$ cat src/rtl/priority_schedule_wait_times_defines.svh
// Assertion macros shared by the priority scheduler modules.
`ifndef PRIORITY_SCHEDULE_WAIT_TIMES_DEFINES_SVH
`define PRIORITY_SCHEDULE_WAIT_TIMES_DEFINES_SVH
`ifndef SYNTHESIS
// same-cycle implication
`define PSW_ASSERT_IMP(lbl, clk, rst_n, ante, cons) \
    lbl: assert property (@(posedge clk) disable iff (!rst_n) (ante) |-> (cons)) \
        else $error("psw check failed: %m");
// next-cycle implication
`define PSW_ASSERT_NXT(lbl, clk, rst_n, ante, cons) \
    lbl: assert property (@(posedge clk) disable iff (!rst_n) (ante) |=> (cons)) \
        else $error("psw check failed: %m");
`else
`define PSW_ASSERT_IMP(lbl, clk, rst_n, ante, cons)
`define PSW_ASSERT_NXT(lbl, clk, rst_n, ante, cons)
`endif
`endif

$ cat src/rtl/psw_pkg.sv
// Package: sizes, entry and handshake types for the priority scheduler.
`timescale 1ns / 1ps
package psw_pkg;

    localparam int MAX_PROCESSES = 16;
    localparam int IDX_W         = (MAX_PROCESSES > 1) ? $clog2(MAX_PROCESSES) : 1;
    localparam int CNT_W         = $clog2(MAX_PROCESSES + 1);

    localparam int BURST_W = 16;
    localparam int PRIO_W  = 8;
    localparam int ID_W    = 5;
    localparam int TAT_W   = 20;
    localparam int TOT_W   = 24;

    localparam logic [CNT_W-1:0] MAX_CNT = CNT_W'(MAX_PROCESSES);

    typedef struct packed {
        logic [ID_W-1:0]    id;
        logic [PRIO_W-1:0]  prio;
        logic [BURST_W-1:0] burst;
    } t_entry;

    typedef struct packed {
        logic             we;
        logic [IDX_W-1:0] waddr;
        t_entry           wdata;
        logic [IDX_W-1:0] raddr;
    } t_mem_req;

    typedef struct packed {
        logic               valid;
        logic [ID_W-1:0]    id;
        logic [BURST_W-1:0] burst;
        logic               last;
        logic               dropped;
    } t_emit;

    typedef enum logic [2:0] {
        S_LOAD,
        S_START,
        S_HEAD,
        S_SCAN,
        S_WB,
        S_ERD,
        S_EMIT
    } t_state;

endpackage

$ cat src/rtl/psw_store.sv
// Job store: one synchronous memory of id, priority and burst per entry.
`timescale 1ns / 1ps
module psw_store
    import psw_pkg::*;
(
    input  logic     i_clk,
    input  t_mem_req i_req,
    output t_entry   o_rdata
);

    t_entry r_mem [MAX_PROCESSES];
    t_entry r_rdata;

    always_ff @(posedge i_clk) begin
        if (i_req.we) begin
            r_mem[i_req.waddr] <= i_req.wdata;
        end
        r_rdata <= r_mem[i_req.raddr];
    end

    assign o_rdata = r_rdata;

endmodule

$ cat src/rtl/psw_ctrl.sv
// Sequencer: batch load, exchange sort over the job store, schedule readout.
`timescale 1ns / 1ps
`include "priority_schedule_wait_times_defines.svh"
module psw_ctrl
    import psw_pkg::*;
(
    input  logic               i_clk,
    input  logic               i_rst_n,
    input  logic               i_s_valid,
    input  logic [BURST_W-1:0] i_burst,
    input  logic [PRIO_W-1:0]  i_prio,
    input  logic               i_last,
    output logic               o_s_ready,
    output t_mem_req           o_mem,
    input  t_entry             i_rdata,
    output t_emit              o_emit,
    input  logic               i_take
);

    localparam int CW1 = CNT_W + 1;

    t_state           r_state, n_state;
    logic [CNT_W-1:0] r_count, n_count;
    logic             r_ovf, n_ovf;
    logic [IDX_W-1:0] r_i, n_i;
    logic [IDX_W-1:0] r_j, n_j;
    logic [IDX_W-1:0] r_k, n_k;
    t_entry           r_cur, n_cur;

    logic             w_fire_in;
    logic             w_full;
    logic [CNT_W-1:0] w_load_cnt;
    logic [CNT_W:0]   w_id_full;
    logic             w_swap;
    logic             w_j_last;
    logic             w_i_done;
    logic             w_k_last;
    logic             w_fire_out;
    t_mem_req         w_mem;
    t_emit            w_emit;

    assign w_full     = (r_count >= MAX_CNT);
    assign w_fire_in  = i_s_valid && (r_state == S_LOAD);
    assign w_load_cnt = w_full ? r_count : r_count + 1'b1;
    assign w_id_full  = CW1'(r_count) + 1'b1;
    assign w_swap     = (r_cur.prio > i_rdata.prio);
    assign w_j_last   = ((CNT_W'(r_j) + 1'b1) == r_count);
    assign w_i_done   = ((CW1'(r_i) + CW1'(2)) >= CW1'(r_count));
    assign w_k_last   = ((CNT_W'(r_k) + 1'b1) == r_count);
    assign w_fire_out = (r_state == S_EMIT) && i_take;

    // next state
    always_comb begin
        n_state = r_state;
        case (r_state)
            S_LOAD: begin
                if (w_fire_in && i_last) begin
                    n_state = (w_load_cnt >= CNT_W'(2)) ? S_START : S_ERD;
                end
            end
            S_START: n_state = S_HEAD;
            S_HEAD:  n_state = S_SCAN;
            S_SCAN: begin
                if (w_j_last) begin
                    n_state = S_WB;
                end
            end
            S_WB: begin
                n_state = w_i_done ? S_ERD : S_HEAD;
            end
            S_ERD:   n_state = S_EMIT;
            S_EMIT: begin
                if (w_fire_out && w_k_last) begin
                    n_state = S_LOAD;
                end
            end
            default: n_state = S_LOAD;
        endcase
    end

    // memory port, input ready, result request
    always_comb begin
        w_mem.we    = 1'b0;
        w_mem.waddr = r_j;
        w_mem.wdata = r_cur;
        w_mem.raddr = '0;
        o_s_ready   = 1'b0;
        w_emit.valid   = 1'b0;
        w_emit.id      = i_rdata.id;
        w_emit.burst   = i_rdata.burst;
        w_emit.last    = w_k_last;
        w_emit.dropped = r_ovf;
        case (r_state)
            S_LOAD: begin
                o_s_ready         = 1'b1;
                w_mem.we          = i_s_valid && !w_full;
                w_mem.waddr       = r_count[IDX_W-1:0];
                w_mem.wdata.id    = ID_W'(w_id_full);
                w_mem.wdata.prio  = i_prio;
                w_mem.wdata.burst = i_burst;
            end
            S_START: w_mem.raddr = '0;
            S_HEAD:  w_mem.raddr = r_i + 1'b1;
            S_SCAN: begin
                // push the held head down into slot j when j ranks ahead
                w_mem.we    = w_swap;
                w_mem.waddr = r_j;
                w_mem.raddr = r_j + 1'b1;
            end
            S_WB: begin
                w_mem.we    = 1'b1;
                w_mem.waddr = r_i;
                w_mem.raddr = r_i + 1'b1;
            end
            S_ERD:   w_mem.raddr = '0;
            S_EMIT: begin
                w_emit.valid = 1'b1;
                w_mem.raddr  = w_fire_out ? r_k + 1'b1 : r_k;
            end
            default: w_mem.raddr = '0;
        endcase
    end

    assign o_mem  = w_mem;
    assign o_emit = w_emit;

    // register next values
    always_comb begin
        n_count = r_count;
        n_ovf   = r_ovf;
        n_i     = r_i;
        n_j     = r_j;
        n_k     = r_k;
        n_cur   = r_cur;
        case (r_state)
            S_LOAD: begin
                if (w_fire_in) begin
                    n_count = w_load_cnt;
                    n_ovf   = r_ovf || w_full;
                    n_i     = '0;
                    n_k     = '0;
                end
            end
            S_HEAD: begin
                n_cur = i_rdata;
                n_j   = r_i + 1'b1;
            end
            S_SCAN: begin
                if (w_swap) begin
                    n_cur = i_rdata;
                end
                n_j = r_j + 1'b1;
            end
            S_WB:  n_i = r_i + 1'b1;
            S_ERD: n_k = '0;
            S_EMIT: begin
                if (w_fire_out) begin
                    n_k = r_k + 1'b1;
                    if (w_k_last) begin
                        n_count = '0;
                        n_ovf   = 1'b0;
                    end
                end
            end
            default: n_k = r_k;
        endcase
    end

    always_ff @(posedge i_clk) begin
        if (!i_rst_n) begin
            r_state <= S_LOAD;
            r_count <= '0;
            r_ovf   <= 1'b0;
            r_i     <= '0;
            r_j     <= '0;
            r_k     <= '0;
        end else begin
            r_state <= n_state;
            r_count <= n_count;
            r_ovf   <= n_ovf;
            r_i     <= n_i;
            r_j     <= n_j;
            r_k     <= n_k;
        end
    end

    always_ff @(posedge i_clk) begin
        r_cur <= n_cur;
    end

    `PSW_ASSERT_IMP(a_no_rw_clash, i_clk, i_rst_n, w_mem.we && (r_state != S_LOAD), w_mem.waddr != w_mem.raddr)
    `PSW_ASSERT_IMP(a_count_cap, i_clk, i_rst_n, 1'b1, r_count <= MAX_CNT)
    `PSW_ASSERT_NXT(a_batch_clear, i_clk, i_rst_n, w_fire_out && w_k_last, (r_count == '0) && !r_ovf && (r_state == S_LOAD))

endmodule

$ cat src/rtl/psw_out.sv
// Result stage: running sums and the registered output transaction.
`timescale 1ns / 1ps
`include "priority_schedule_wait_times_defines.svh"
module psw_out
    import psw_pkg::*;
(
    input  logic             i_clk,
    input  logic             i_rst_n,
    input  t_emit            i_emit,
    output logic             o_take,
    output logic             o_valid,
    input  logic             i_ready,
    output logic [ID_W-1:0]  o_id,
    output logic [TAT_W-1:0] o_tat,
    output logic [TAT_W-1:0] o_wt,
    output logic [TOT_W-1:0] o_tot_w,
    output logic [TOT_W-1:0] o_tot_t,
    output logic             o_dropped,
    output logic             o_last
);

    logic             r_valid, n_valid;
    logic [TAT_W-1:0] r_sum_bt, n_sum_bt;
    logic [TOT_W-1:0] r_tot_w, n_tot_w;
    logic [TOT_W-1:0] r_tot_t, n_tot_t;
    logic [ID_W-1:0]  r_id;
    logic [TAT_W-1:0] r_tat;
    logic [TAT_W-1:0] r_wt;
    logic [TOT_W-1:0] r_ow;
    logic [TOT_W-1:0] r_ot;
    logic             r_dropped;
    logic             r_last;

    logic             w_take;
    logic             w_fire;
    logic [TAT_W-1:0] w_tat;
    logic [TOT_W-1:0] w_tw;
    logic [TOT_W-1:0] w_tt;

    assign w_take = !r_valid || i_ready;
    assign w_fire = i_emit.valid && w_take;
    assign w_tat  = r_sum_bt + TAT_W'(i_emit.burst);
    assign w_tw   = r_tot_w + TOT_W'(r_sum_bt);
    assign w_tt   = r_tot_t + TOT_W'(w_tat);

    always_comb begin
        n_valid  = r_valid;
        n_sum_bt = r_sum_bt;
        n_tot_w  = r_tot_w;
        n_tot_t  = r_tot_t;
        if (w_fire) begin
            n_valid = 1'b1;
            if (i_emit.last) begin
                n_sum_bt = '0;
                n_tot_w  = '0;
                n_tot_t  = '0;
            end else begin
                n_sum_bt = w_tat;
                n_tot_w  = w_tw;
                n_tot_t  = w_tt;
            end
        end else if (i_ready) begin
            n_valid = 1'b0;
        end
    end

    always_ff @(posedge i_clk) begin
        if (!i_rst_n) begin
            r_valid  <= 1'b0;
            r_sum_bt <= '0;
            r_tot_w  <= '0;
            r_tot_t  <= '0;
        end else begin
            r_valid  <= n_valid;
            r_sum_bt <= n_sum_bt;
            r_tot_w  <= n_tot_w;
            r_tot_t  <= n_tot_t;
        end
    end

    always_ff @(posedge i_clk) begin
        if (w_fire) begin
            r_id      <= i_emit.id;
            r_tat     <= w_tat;
            r_wt      <= r_sum_bt;
            r_ow      <= w_tw;
            r_ot      <= w_tt;
            r_dropped <= i_emit.dropped;
            r_last    <= i_emit.last;
        end
    end

    assign o_take    = w_take;
    assign o_valid   = r_valid;
    assign o_id      = r_id;
    assign o_tat     = r_tat;
    assign o_wt      = r_wt;
    assign o_tot_w   = r_ow;
    assign o_tot_t   = r_ot;
    assign o_dropped = r_dropped;
    assign o_last    = r_last;

    `PSW_ASSERT_NXT(a_sums_clear, i_clk, i_rst_n, w_fire && i_emit.last, (r_sum_bt == '0) && (r_tot_w == '0) && (r_tot_t == '0))
    `PSW_ASSERT_NXT(a_fire_loads, i_clk, i_rst_n, w_fire, r_valid)

endmodule

$ cat src/rtl/priority_schedule_wait_times.sv
// Top level: nonpreemptive priority scheduler with wait and turnaround times.
`timescale 1ns / 1ps
//
// Input stream (s_axis): one job per transaction, burst time and priority in
// tdata, tlast marks the job that closes the batch. Jobs are numbered 1 up in
// arrival order. Jobs beyond MAX_PROCESSES are dropped and flagged on every
// result of that batch. tready is high only while the block loads a batch.
// Output stream (m_axis): one transaction per stored job, in schedule order
// (ascending priority, ties in exchange-sort order), tlast on the final one.
// Flow: loading accepts jobs back to back. The exchange sort runs in the job
// store with one read and at most one write per cycle, bounded by the single
// store port pair. Readout then gives one result per cycle while the receiver
// takes them, after the registered store read.
// Receiver stall: the output register holds its transaction and the readout
// waits; nothing is lost. The next batch is taken as soon as the last result
// sits in the output register.
// Reset (i_rst_n low, synchronous): empties the batch, clears the drop flag and
// the running sums. The job store needs no clearing pass.
module priority_schedule_wait_times
    import psw_pkg::*;
(
    input  logic        i_clk,
    input  logic        i_rst_n,
    input  logic        s_axis_tvalid,
    output logic        s_axis_tready,
    input  logic [23:0] s_axis_tdata,   // [15:0] burst_time, [23:16] priority_level
    input  logic        s_axis_tlast,   // batch_end
    output logic        m_axis_tvalid,
    input  logic        m_axis_tready,
    output logic [95:0] m_axis_tdata,   // [4:0] job_id, [24:5] turnaround, [44:25] waiting,
                                        // [68:45] total_waiting, [92:69] total_turnaround,
                                        // [95:93] zero
    output logic        m_axis_tuser,   // jobs_dropped
    output logic        m_axis_tlast    // run_last
);

    t_mem_req         w_mem;
    t_entry           w_rdata;
    t_emit            w_emit;
    logic             w_take;
    logic [ID_W-1:0]  w_id;
    logic [TAT_W-1:0] w_tat;
    logic [TAT_W-1:0] w_wt;
    logic [TOT_W-1:0] w_tot_w;
    logic [TOT_W-1:0] w_tot_t;

    // sequencer: load, sort in place, read out in schedule order
    psw_ctrl u_ctrl (
        .i_clk     (i_clk),
        .i_rst_n   (i_rst_n),
        .i_s_valid (s_axis_tvalid),
        .i_burst   (s_axis_tdata[15:0]),
        .i_prio    (s_axis_tdata[23:16]),
        .i_last    (s_axis_tlast),
        .o_s_ready (s_axis_tready),
        .o_mem     (w_mem),
        .i_rdata   (w_rdata),
        .o_emit    (w_emit),
        .i_take    (w_take)
    );

    // job store, registered read
    psw_store u_store (
        .i_clk   (i_clk),
        .i_req   (w_mem),
        .o_rdata (w_rdata)
    );

    // running sums and output register
    psw_out u_out (
        .i_clk     (i_clk),
        .i_rst_n   (i_rst_n),
        .i_emit    (w_emit),
        .o_take    (w_take),
        .o_valid   (m_axis_tvalid),
        .i_ready   (m_axis_tready),
        .o_id      (w_id),
        .o_tat     (w_tat),
        .o_wt      (w_wt),
        .o_tot_w   (w_tot_w),
        .o_tot_t   (w_tot_t),
        .o_dropped (m_axis_tuser),
        .o_last    (m_axis_tlast)
    );

    // pack result fields, lowest field first, pad to whole bytes
    assign m_axis_tdata = {3'b000, w_tot_t, w_tot_w, w_wt, w_tat, w_id};

endmodule
$ cat config.mk
export PLATFORM = sky130hd
export DESIGN_NAME = priority_schedule_wait_times
export DESIGN_NICKNAME = d
export VERILOG_FILES = /design/src/rtl/psw_pkg.sv /design/src/rtl/psw_store.sv /design/src/rtl/psw_ctrl.sv /design/src/rtl/psw_out.sv /design/src/rtl/priority_schedule_wait_times.sv
export VERILOG_INCLUDE_DIRS = /design/src /design/src/rtl
export SDC_FILE = /design/constraint.sdc
export NUM_CORES = 1
export LEC_CHECK = 0
export BUFFER_PORTS_ARGS = -buffer_cell sky130_fd_sc_hd__buf_4
export CORE_ASPECT_RATIO = 1.4
export CORE_MARGIN = 2
export CORE_UTILIZATION = 60
export DETAILED_ROUTE_END_ITERATION = 12
export PLACE_DENSITY_LB_ADDON = 0.25
export SLEW_MARGIN = 25
export SYNTH_ARGS = -nofsm -noshare
export SYNTH_HDL_FRONTEND = slang
export SYNTH_SLANG_ARGS = --single-unit
$ cat constraint.sdc
create_clock -name i_clk -period 12.8 [get_ports i_clk]
set_input_delay 0.64 -clock i_clk [delete_from_list [all_inputs] [get_ports i_clk]]
set_output_delay 0.64 -clock i_clk [all_outputs]
set_load 0.01 [all_outputs]
==> metrics.csv <==
stage,metric,value,unit
outcome,status,finished clean,
critical_path,crit end category,register,
clock_tree,cts bufs inserted,66,
place,routability cong.,0.901,
grt,initial antenna violation count,1,
clock_tree,TritonCTS clock tree,yes,
routing,DRT Pass-1 Iters,5,
synth,synthesized cell area,29900,µm²
synth,"EDFF count, synth",588,
clock_tree,# hold bufs at CTS,0,
sta,Final Max Tran Viols,0,
grt,global-route wire length before repair,106000,µm
critical_path,"Data arrival, critical path",5.13,ns
sta,final setup TNS,0,ns
critical_path,reg2reg path depth,18,
final_layout,Layout Nets,2393,
floorplanning,# rows,96,
hold_path,hold path startpoint,i_rst_n,
sta,setup violators final,0,
place,port buffer count,125,
critical_path,Slowest cell on crit path,a21oi_1,
critical_path,max incr delay on CP,0.51,ns
floorplanning,Initial Utilization,61.0,%
sta,unrepaired setup endpoints after global routing,false,
synth,"Seq/Total Area, Yosys",66.9,%
synth,Cell variety after synth,81,
critical_path,Worst Setup EP,u_out.o_tot_t[22],
critical_path,CP Depth,18,
final_layout,"Core Util, Final",69.2,%
clock_tree,Root Buffer,clkbuf_16,
pwr,combinational power share,25.4,%
critical_path,Critical Path RT,13.15,ns
place,Area after DPL,31700,µm²
clock_tree,Worst-path clk slew,0.06,ns
routing,DRT iter0 DRCs,1729,
pwr,Design Power,7.30,mW
grt,remaining global-route overflow,0,
pwr,PD cells,215,nW/µm²
critical_path,"Buf+Inv Stages, Crit Path",1,
routing,number of vias per cell,6.25,
final_layout,# fillers,3312,
grt,total global-route track usage,27.7,%
critical_path,critical path class,reg2reg,
grt,vias in the first global route,18400,
place,pre-CTS setup slack,8.12,ns
pwr,Internal,4.99,mW
routing,WL final,71000,µm
synth,syn avg cell area,13.9,µm²
critical_path,Reg2Reg Launch Point,u_out.r_sum_bt[0],
sta,Fmax,0.209,GHz
floorplanning,Die Y,268,µm
synth,yosys warns,0,
pwr,switching share of power,31.6,%
hold_path,Worst Hold Class,in2reg,
synth,Yosys reg bits,707,
sta,Worst-Margin Slew,1.11,ns
clock_tree,Post-CTS Setup Bufs,0,
floorplanning,io pins,129,
sta,Clock Skew,0.0280,ns
final_layout,post-route cell area,34000,µm²
critical_path,worst reg2reg endpoint,u_out.o_tot_t[22],
final_layout,post-route insts no fill,2975,
sta,fin crit share,37.4,%
final_layout,Area Overhead vs Synth,13.6,%
pwr,Leak Pwr,11.9,nW
sta,Slew headroom,26.0,%
clock_tree,clock sink count,707,
synth,fraction of registers with async set or reset after synthesis,0,%
routing,vias,18600,
critical_path,Max Fanout on Critical Path,5,
critical_path,critical path startpoint category,register,
critical_path,Worst Setup SP,u_out.r_sum_bt[0],
clock_tree,clk buf depth,3,
place,hpwl dp,41100,µm
pwr,sequential share of power,46.3,%
routing,drc violations,0,
grt,largest net degree at the start of global routing,159,
critical_path,r2r setup slk,8.02,ns
place,dpl cells,2853,
final_layout,layout cells sized above 1,14.6,%
routing,wire per inst,23.9,µm
floorplanning,die area,51700,µm²
clock_tree,Worst-Skew Late Latency,0.62,ns
floorplanning,Core ar.,49100,µm²
final_layout,diode count,0,
clock_tree,post_cts resized,0,
floorplanning,Die X,193,µm
pwr,Psw,2.31,mW
synth,Post-Syn Instances,2147,
critical_path,CP Cell Sequence,"ha_1, inv_1, fa_1, nor2b_1, o21ai_1, a21boi_0, o21ai_1, a21oi_1, o2111ai_1, nand2_1, xnor2_1, ha_1, a21o_1, a21o_1, or3_1, o22ai_1, nor2_1, xor2_1",
sta,hold_ws,0.413,ns
synth,main flop type after synthesis,edfxtp_1,
routing,DRT antenna net count,0,
critical_path,cell family with most CP delay,compound AO/OA/AOI/OAI gates,
sta,fin crit period,4.78,ns
pwr,Clk network pwr share,28.4,%
clock_tree,CTS H-tree depth,3,
final_layout,"most common cell after layout, fill and taps aside",edfxtp_1,
sta,PnR worst setup slack,8.02,ns
final_layout,most frequent cells in the layout,"edfxtp_1 (588), nand2_1 (293), mux2i_1 (181)",
sta,hold violation total from the final report,0,
job,max-cap violations,0,
pwr,Peak supply drop,146,µV
==> worst min path at each step <==
stage	to	depth (start not counted)
6_report	u_ctrl.r_j[0]	2
5_1_grt	u_ctrl.r_j[0]	2
4_1_cts	u_ctrl.r_j[0]	2
3_5_place_dp	u_ctrl.r_cur[27]	0
3_3_place_gp	u_out.o_id[1]	0
2_1_floorplan	u_ctrl.r_cur[24]	0
==> registers in the layout (all words and copies together), names as in the netlist, 20 cells and up <==
name             cells
u_out.r_tot_w       24
u_out.o_tot_w       24
u_out.o_wt          20
u_out.r_sum_bt      20
u_ctrl.r_cur        29
u_out.r_tot_t       24
u_store.r_mem      464
u_out.o_tat         20
u_out.o_tot_t       24
u_store.o_rdata     29
==> power groups by stage <==
stage | logic (mW) | registers, mW | clock network, mW
floorplan | 1.17 | 3.36 | 0
global placement | 1.76 | 3.40 | 0
detailed placement | 1.82 | 3.42 | 0
CTS | 1.84 | 3.37 | 2.10
global route | 2.00 | 3.41 | 2.18
finish | 1.85 | 3.38 | 2.07
==> worst reg2reg max path: cells and delay by family (launching register included) <==
| family | cells | cell delay (ns) |
|---|---|---|
| AO/OA/AOI/OAI | 8 | 2.01 |
| XOR/XNOR | 2 | 0.34 |
| adder cells (fa/ha/maj) | 3 | 0.96 |
| buffers and inverters | 1 | 0.06 |
| flip-flops | 1 | 0.39 |
| AND/OR/NAND/NOR | 4 | 0.77 |
==> cell families after synthesis <==
logic type               after synthesis  synth area share, %
AND/OR/NAND/NOR                      556                 8.33
XOR/XNOR                              80                 2.34
buffers and inverters                151                 2.26
adder cells (fa/ha/maj)               80                 3.42
AO/OA/AOI/OAI                        361                 8.49
multiplexers                         211                 8.23
other                                  1               0.0125
flip-flops                           707                 66.9
==> metal layers <==
layer  vias up  track usage, %  wire (µm)
li1       8391               -          -
met1      9190            33.3      26700
met2       805            48.5      36500
met3       197            3.60       4570
met4         2            14.7       3230
met5         -               0         11
==> cells in the mapped netlist (all sizes together) (3+ instances only) <==
| cell | n | area, µm² |
|---|---|---|
| nand3 | 39 | 205 |
| a31oi | 10 | 62.6 |
| nor2 | 107 | 414 |
| nor4 | 6 | 67.6 |
| nand2 | 294 | 1110 |
| o221ai | 3 | 32.5 |
| or3 | 7 | 43.8 |
| a2bb2oi | 3 | 26.3 |
| o311ai | 4 | 35.0 |
| o21a | 5 | 37.5 |
| edfxtp | 588 | 17700 |
| nand4b | 3 | 26.3 |
| a21o | 35 | 263 |
| and2 | 4 | 25.0 |
| nor2b | 12 | 75.1 |
| buf | 39 | 255 |
| fa | 3 | 60.1 |
| o2111ai | 4 | 41.3 |
| a211oi | 5 | 37.5 |
| o21bai | 5 | 37.5 |
| ha | 77 | 963 |
| a21oi | 89 | 457 |
| xnor2 | 59 | 517 |
| mux2i | 181 | 1810 |
| a32oi | 59 | 517 |
| a22o | 29 | 254 |
| o22ai | 5 | 31.3 |
| nand2b | 14 | 87.6 |
| o21ai | 48 | 244 |
| o211ai | 6 | 45.0 |
| mux4 | 28 | 631 |
| clkbuf | 58 | 218 |
| a31o | 3 | 26.3 |
| dfxtp | 119 | 2380 |
| a22oi | 18 | 135 |
| nor3 | 13 | 75.1 |
| o31ai | 5 | 37.5 |
| a21boi | 6 | 45.0 |
| and3 | 37 | 231 |
| xor2 | 21 | 184 |
| inv | 54 | 203 |
| nand4 | 12 | 75.1 |
==> area by class of cell <==
type | instances | area [µm²] | area share (%)
Sequential cell | 707 | 20000 | 58.9
Multi-Input combinational cell | 1291 | 9420 | 27.7
Clock buffer | 88 | 1860 | 5.46
Timing Repair Buffer | 164 | 1250 | 3.67
Tap cell | 637 | 797 | 2.34
Clock inverter | 34 | 448 | 1.32
Inverter | 54 | 205 | 0.603
(Power assumes the default switching activity.)
